File: src/hw/rtl/bbw_pkg.sv
// Shared constants, types and codes for the bounded bitstream writer.
// Used by every module of the block; depends on nothing.
`default_nettype none

package bbw_pkg;

   // Byte store geometry
   localparam int unsigned STORE_BYTES = 1024;
   localparam int unsigned IDX_W       = $clog2(STORE_BYTES);

   // Field widths
   localparam int unsigned REG_W   = 13;
   localparam int unsigned POS_W   = 14;
   localparam int unsigned VAL_W   = 32;
   localparam int unsigned CNT_W   = 6;
   localparam int unsigned RADDR_W = 10;
   localparam int unsigned BYTE_W  = 8;
   localparam int unsigned MAX_BITS = 32;
   localparam int unsigned CURSOR_MAX = 8192;

   // Packed transaction widths
   localparam int unsigned REQ_DATA_W = 48;
   localparam int unsigned RSP_DATA_W = 24;

   // Byte position of a bit cursor, and its reduction modulo the store size
   localparam int unsigned X_W         = POS_W - 3;
   localparam int unsigned RECIP_SHIFT = 2 * X_W;
   localparam int unsigned RECIP_W     = 19;
   localparam int unsigned RECIP       = (1 << RECIP_SHIFT) / STORE_BYTES;
   localparam int unsigned PROD_W      = X_W + RECIP_W;
   localparam int unsigned Q_W         = PROD_W - RECIP_SHIFT;

   // A write spans at most 7 + 32 bits, i.e. five bytes
   localparam int unsigned SPAN_W    = 40;
   localparam int unsigned MAX_BYTES = 5;
   localparam int unsigned BCNT_W    = 3;

   // Register indexes
   localparam logic [1:0] CSR_WINDOW_FIRST = 2'd0;
   localparam logic [1:0] CSR_WINDOW_LAST  = 2'd1;
   localparam logic [1:0] CSR_START_BIT    = 2'd2;

   // Action codes
   localparam logic ACT_WRITE = 1'b0;
   localparam logic ACT_READ  = 1'b1;

   typedef enum logic [2:0] {
      ST_CLEAR,
      ST_IDLE,
      ST_QUOT,
      ST_REM,
      ST_RD_WAIT,
      ST_RMW_RD,
      ST_RMW_WR,
      ST_DONE
   } state_type;

   typedef struct packed {
      logic load;
      logic step;
   } merge_ctrl_type;

endpackage

`default_nettype wire

File: src/hw/rtl/bbw_merge_unit.sv
// Shift-and-merge unit: aligns the value at the bit offset once, then
// merges one byte per step into the old store byte under a bit mask.
// Depends on bbw_pkg.
`default_nettype none

module bbw_merge_unit
   import bbw_pkg::*;
(
   input  wire logic              clock,
   input  wire merge_ctrl_type    ctrl,
   input  wire logic [VAL_W-1:0]  value,
   input  wire logic [CNT_W-1:0]  count,
   input  wire logic [2:0]        offset,
   input  wire logic [BYTE_W-1:0] old_byte,
   output      logic [BYTE_W-1:0] new_byte
);

   logic [SPAN_W-1:0] data_ff, data_in;
   logic [SPAN_W-1:0] mask_ff, mask_in;
   logic [VAL_W-1:0]  low_mask;

   // Keep only the low count bits (count is at most 32)
   assign low_mask = VAL_W'((33'(1) << count) - 33'(1));

   // Load aligned span, or advance one byte
   always_comb begin
      data_in = data_ff;
      mask_in = mask_ff;
      if (ctrl.load) begin
         data_in = SPAN_W'(value & low_mask) << offset;
         mask_in = SPAN_W'(low_mask) << offset;
      end else if (ctrl.step) begin
         data_in = data_ff >> BYTE_W;
         mask_in = mask_ff >> BYTE_W;
      end
   end

   always_ff @(posedge clock) begin
      data_ff <= data_in;
      mask_ff <= mask_in;
   end

   // Merge the current byte under its mask
   assign new_byte = (old_byte & ~mask_ff[BYTE_W-1:0]) |
                     (data_ff[BYTE_W-1:0] & mask_ff[BYTE_W-1:0]);

endmodule

`default_nettype wire

File: config.mk
export PLATFORM = sky130hd
export DESIGN_NAME = bbw_merge_unit
export DESIGN_NICKNAME = d
export VERILOG_FILES = /design/src/hw/rtl/bbw_pkg.sv /design/src/hw/rtl/bbw_merge_unit.sv
export SDC_FILE = /design/constraint.sdc
export NUM_CORES = 1
export LEC_CHECK = 0
export ABC_AREA = 1
export CAP_MARGIN = 20
export CORE_MARGIN = 2
export CORE_UTILIZATION = 56
export CTS_CLUSTER_DIAMETER = 40
export DETAILED_ROUTE_END_ITERATION = 6
export DONT_BUFFER_PORTS = 1
export PLACE_DENSITY_LB_ADDON = 0.3
export REMOVE_ABC_BUFFERS = 1
export SKIP_LAST_GASP = 1
export SYNTH_ARGS = -nofsm -noshare
export SYNTH_HDL_FRONTEND = slang
export SYNTH_SLANG_ARGS = --single-unit
File: constraint.sdc
create_clock -name clock -period 4.7 [get_ports clock]
set_input_delay 0.705 -clock clock [delete_from_list [all_inputs] [get_ports clock]]
set_output_delay 0.705 -clock clock [all_outputs]
set_load 0.01 [all_outputs]
==> qor.yml, run 1 <==
die:
  die_area_sq_um: 12350
  die_y_um: 111.1
  num_rows: 39
  initial_core_util: 0.5679
  boundaryPins: 60
  coreArea_sq_um: 11320
  die_x_um: 111.1
sta:
  rsz0062_at_grt: "false"
  tightest_slew_ns: 1.048
  drv_slew: 0
  finalCriticalPeriod_ns: 2.946
  period_share: 0.6269
  hold_slack_ns: 0.5352
  hold_viol_final: 0
  clock_skew_ns: 0.007933
  max_slew_margin: 0.3011
  tns_ns: 0
  max_freq_ghz: 0.3394
  setup_viol: 0
place:
  placement.io_buffers: 0
  gp_congestion: 0.9043
  place_inst: 989
  hpwlAfterDp_um: 12400
synth:
  syn_avg_cell_area_sq_um: 7.167
  yosys_warnings: 0
  yosysSeqAreaShare: 0.3643
  ys_types: 44
  ys_seq_elements: 78
  post_synth_instance_area_sq_um: 6429
  syn_inst: 897
finish:
  fill_cells: 1078
  syn2layout_area_growth_pct: 5.995
  drive_gt1_frac: 0.09849
  instances_no_fill: 1006
  insertedDiodeCount: 0
  multi_input_area_sq_um: 3662
  final_common_cell: "nand3_1"
  nets: 912
  regArea_sq_um: 2342
  final_cell_mix: "259 x nand3_1, 220 x nand2_1, 78 x edfxtp_1"
global_routing:
  grt_start_max_net_pins: 79
  met2_usage: 0.4765
  grt_first_pass_wirelength_um: 29420
  grt_overflow: 0
  grt_pass1_vias: 5861
  use_met1: 0.3806
  top_usage_layer: "met2"
  grt_usage: 0.2920
  use_met3: 0.06725
  antenna_found_initial: 0
outcome:
  status: "finished, final reports clean"
cts:
  cts_tree: "built"
  cts_made_buffers: 9
  cts-root-buf: "clkbuf_16"
  postCtsSetupBuffers: 0
  cts_resized: 0
  clk_latency_ns: 0.34
  cts_buffer_depth: 2
  path_clk_slew_ns: 0.07
  h-tree-depth: 3
  clock-sinks: 78
  cts_hold_buf: 0
routing:
  drtAntennaViolNets: 0
  wl_per_cell_um: 17.93
  remaining_drc_errors: 0
  avgViaCountPerCell: 6.244
  num_vias: 6281
  firstDrtPassIters: 5
  drt_iter0_drc: 731
  finalWirelength_um: 18040
hold_path:
  hold_end: "data_ff[1]"
  hp-start: "data_ff[9]"
  whs_path_depth: 2
  min_path_type: "reg2reg"
critical_path:
  worstPathCellList: "nor2_2 > nand4_2 > ha_1 > inv_1 > xor2_1 > nand2_1 > o22ai_1 > a22oi_1 > o21ai_0"
  crit_type: "in2reg"
  cpPeakStageDelay_ns: 0.62
  cp.required_ns: 4.82
  cp-start-kind: "input port"
  critPathMaxFanout: 16
  reg2reg_depth: 3
  crit_path_start: "count[5]"
  arrival_ns: 3.07
  end_kind: "flop"
  crit_slowest_cell: "nor2_2"
  r2r-start: "mask_ff[13]"
  reg2reg_slack_ns: 3.71
  r2r-end: "mask_ff[5]"
power_and_ir_drop:
  powerDensity_nw_per_um2: 328.9
  cellLeakagePower_nw: 3.120
  p_total_mw: 2.241
  peakVddDrop_uv: 187.9
flow_run:
  maxCapViolCount: 0
-- registers in the layout, summed over array words and instances, names as in the netlist --
register,count
mask_ff,39
data_ff,39
-- logic make-up after synthesis --
family / count (synthesis) / share of synthesized area
muxes: 9 / 0.01557
and+or+nand+nor: 614 / 0.4568
AOI/OAI and AO/OA: 80 / 0.08135
xor gates and xnor gates: 6 / 0.01051
DFF: 78 / 0.3643
adders and majority gates: 2 / 0.003892
buffers and inverters: 108 / 0.06753
-- cells in the mapped netlist, drive strengths merged --
| library cell | number | area [sq um] |
|---|---|---|
| nor3b | 2 | 15.01 |
| a21oi | 3 | 15.01 |
| and2 | 3 | 21.27 |
| clkinv | 1 | 3.750 |
| or2 | 5 | 31.28 |
| o22ai | 2 | 12.51 |
| o21ai | 28 | 140.1 |
| nor3 | 2 | 15.01 |
| xor2 | 2 | 17.52 |
| nand3 | 265 | 1356 |
| edfxtp | 78 | 2342 |
| nand2 | 225 | 857.1 |
| and3 | 2 | 12.51 |
| a41oi | 1 | 8.760 |
| xnor2 | 4 | 50.05 |
| ha | 2 | 25.02 |
| inv | 51 | 191.4 |
| a22oi | 2 | 15.01 |
| nor2 | 75 | 346.6 |
| nand3b | 2 | 18.77 |
| nand4 | 33 | 262.8 |
| a22o | 1 | 8.760 |
| buf | 30 | 141.4 |
| mux2i | 1 | 10.01 |
| mux2 | 8 | 90.09 |
| clkbuf | 26 | 97.59 |
| o21bai | 4 | 30.03 |
| o211ai | 39 | 292.8 |
-- power breakdown --
| part | internal [mW] | switching, mW |
|---|---|---|
| Clock | 0.576 | 0.292 |
| Sequential | 0.877 | 0.0257 |
| Combinational | 0.154 | 0.316 |
| Total | 1.61 | 0.634 |
-- through the flow --
| stage | worst slack (ns) | util | area (sq um) |
|---|---|---|---|
| 2_1_floorplan | 0.9105 | - | 6190 |
| 3_3_place_gp | 1.600 | 0.5668 | 6416 |
| 3_5_place_dp | 1.481 | 0.5668 | 6416 |
| 4_1_cts | 1.830 | 0.5995 | 6787 |
| 5_1_grt | 1.514 | 0.6019 | 6814 |
| 6_report | 1.754 | 0.6019 | 6814 |
-- cell type report --
cell class / count / share of cell area
sequential: 78 / 0.3437
inverter: 52 / 0.02864
tap: 143 / 0.02626
multi-input combinational: 711 / 0.5375
clock buffer: 9 / 0.03305
timing repair buffer: 6 / 0.009548
clock inverter: 7 / 0.02130
-- how the worst max path moves through the flow --
stage	slack, ns	to	cells past startpoint
after detailed placement	1.48	data_ff[5]	10
after CTS	1.83	data_ff[5]	10
after global placement	1.60	mask_ff[11]	11
after global routing	1.51	data_ff[5]	12
after floorplan	0.91	mask_ff[4]	4
final	1.75	data_ff[2]	9
-- critical path: cells and delay by family --
kind / cells / cell delay, ns
compound gates: 3 / 0.68
xor+xnor: 1 / 0.26
fa+ha+maj: 1 / 0.26
buf+inv: 1 / 0.13
simple gates: 3 / 1.01
-- routing by layer --
metal  routed length, um  vias to the layer above
li1                    -                     3087
met1                7401                     2851
met2                8585                      301
met3                1460                       42
met4                 590                        0
met5                   0                        -
No activity file was read; power rests on OpenSTA's default activity.
==> inputs of run 2 (changes only) <==
- clock period: 4.7 -> 2.53 ns (I/O delays scaled with it)
==> run 2 against run 1 <==
Critical path depth up 1. First-iteration DRC count down 12%. Clock-buffer cell count up 1. Total power up 80%. Core utilization up 0.82 points. Via count up 3.3%. Hold slack worse by 0.25 ns. Setup slack worse by 1.5 ns. Final cell count up 1.8%. Critical path type unchanged.
==> qor.yml, run 2 (same netlist as run 1, synthesis figures left out) <==
outcome:
  status: "finished, final reports clean"
cts:
  h-tree-depth: 3
  cts_resized: 0
  cts-root-buf: "clkbuf_16"
  cts_made_buffers: 9
  postCtsSetupBuffers: 0
  cts_buffer_depth: 2
  cts_hold_buf: 0
  clock-sinks: 78
  cts_tree: "built"
  path_clk_slew_ns: 0.06
  clk_latency_ns: 0.34
global_routing:
  grt_overflow: 0
  grt_pass1_vias: 6097
  top_usage_layer: "met2"
  antenna_found_initial: 0
  use_met1: 0.3937
  met2_usage: 0.4855
  grt_start_max_net_pins: 75
  grt_first_pass_wirelength_um: 30030
  grt_usage: 0.2984
  use_met3: 0.05413
critical_path:
  critPathBufInv: 1
  cp.required_ns: 2.70
  arrival_ns: 2.50
  critPathMaxFanout: 10
  crit_slowest_cell: "nor2_2"
  end_kind: "flop"
  crit_type: "in2reg"
  cp_top_family: "simple AND/OR/NAND/NOR gates"
  cp-start-kind: "input port"
  worstPathCellList: "nor2_2 > nand4_2 > ha_1 > inv_1 > xor2_1 > nand2_1 > o21ai_0 > or2_1 > nand3_1 > o211ai_1"
  cpPeakStageDelay_ns: 0.40
finish:
  final_common_cell: "nand3_1"
  nets: 931
  insertedDiodeCount: 0
  drive_gt1_frac: 0.1146
  regArea_sq_um: 2342
  syn2layout_area_growth_pct: 7.435
  multi_input_area_sq_um: 3662
  fill_cells: 1059
  top_regs: "data_ff: 39 flops, mask_ff: 39 flops"
  final_cell_mix: "259 x nand3_1, 220 x nand2_1, 78 x edfxtp_1"
sta:
  max_freq_ghz: 0.4301
  tightest_slew_ns: 0.6880
  layout_setup_ws_ns: 0.2051
  tns_ns: 0
  finalCriticalPeriod_ns: 2.325
  period_share: 0.9189
  rsz0062_at_grt: "false"
  max_slew_margin: 0.5413
  hold_viol_final: 0
  hold_slack_ns: 0.2838
  drv_slew: 0
  setup_viol: 0
  clock_skew_ns: 0.005074
place:
  placement.io_buffers: 0
  hpwlAfterDp_um: 13360
  pre_cts_ws_ns: -0.05423
  gp_congestion: 0.9182
routing:
  avgViaCountPerCell: 6.337
  finalWirelength_um: 18580
  remaining_drc_errors: 0
  drt_iter0_drc: 644
  wl_per_cell_um: 18.15
  firstDrtPassIters: 7
  num_vias: 6489
  drtAntennaViolNets: 0
power_and_ir_drop:
  p_total_mw: 4.042
  cellLeakagePower_nw: 3.185
  powerDensity_nw_per_um2: 585.2
  peakVddDrop_uv: 455.2
die:
  die_area_sq_um: 12350
  die_x_um: 111.1
  boundaryPins: 60
  num_rows: 39
  initial_core_util: 0.5679
  coreArea_sq_um: 11320
  die_y_um: 111.1
flow_run:
  maxCapViolCount: 0
hold_path:
  min_path_type: "in2reg"
[run 2: cell count changes in the layout (fill, tap and decap cells not counted), sizes merged]
| cell | delta |
|---|---|
| buf | +19 |
| bufinv | -1 |
| inv | -1 |
| clkbuf | +1 |
[run 2: area by class of cell]
class | count | area share
Multi-Input combinational cell | 711 | 0.5303
Clock inverter | 5 | 0.01431
Timing Repair Buffer | 25 | 0.02899
Inverter | 52 | 0.02826
Sequential cell | 78 | 0.3391
Clock buffer | 10 | 0.03315
Tap cell | 143 | 0.02591
[run 2: layer usage]
layer | vias up | share of wire
met4 | 0 | 0.033
met3 | 52 | 0.080
met1 | 2972 | 0.41
met2 | 338 | 0.47
met5 | - | 0
li1 | 3127 | -
[run 2: worst paths after layout]
path | end | slack (ns) | depth (start not counted) | start
setup / recovery | data_ff[5] | 0.21 | 10 | count[5]
hold / removal | data_ff[38] | 0.28 | 2 | value[31]
setup reg to reg | mask_ff[5] | 1.51 | 3 | mask_ff[13]
hold reg to reg | data_ff[14] | 0.53 | 2 | data_ff[22]
[run 2: power by group]
part / leakage (nW) / internal [mW] / switching, mW
Sequential: 0.823 / 1.63 / 0.0476
Clock: 0.160 / 0.954 / 0.509
Combinational: 2.20 / 0.303 / 0.600
[run 2: stage by stage]
stage	util	cell area, sq um	std cells
3_5_place_dp	0.5811	6579	1009
5_1_grt	0.6101	6907	1024
3_3_place_gp	0.5811	6579	1009
4_1_cts	0.6101	6907	1024
2_1_floorplan	-	6190	841
6_report	0.6101	6907	1024
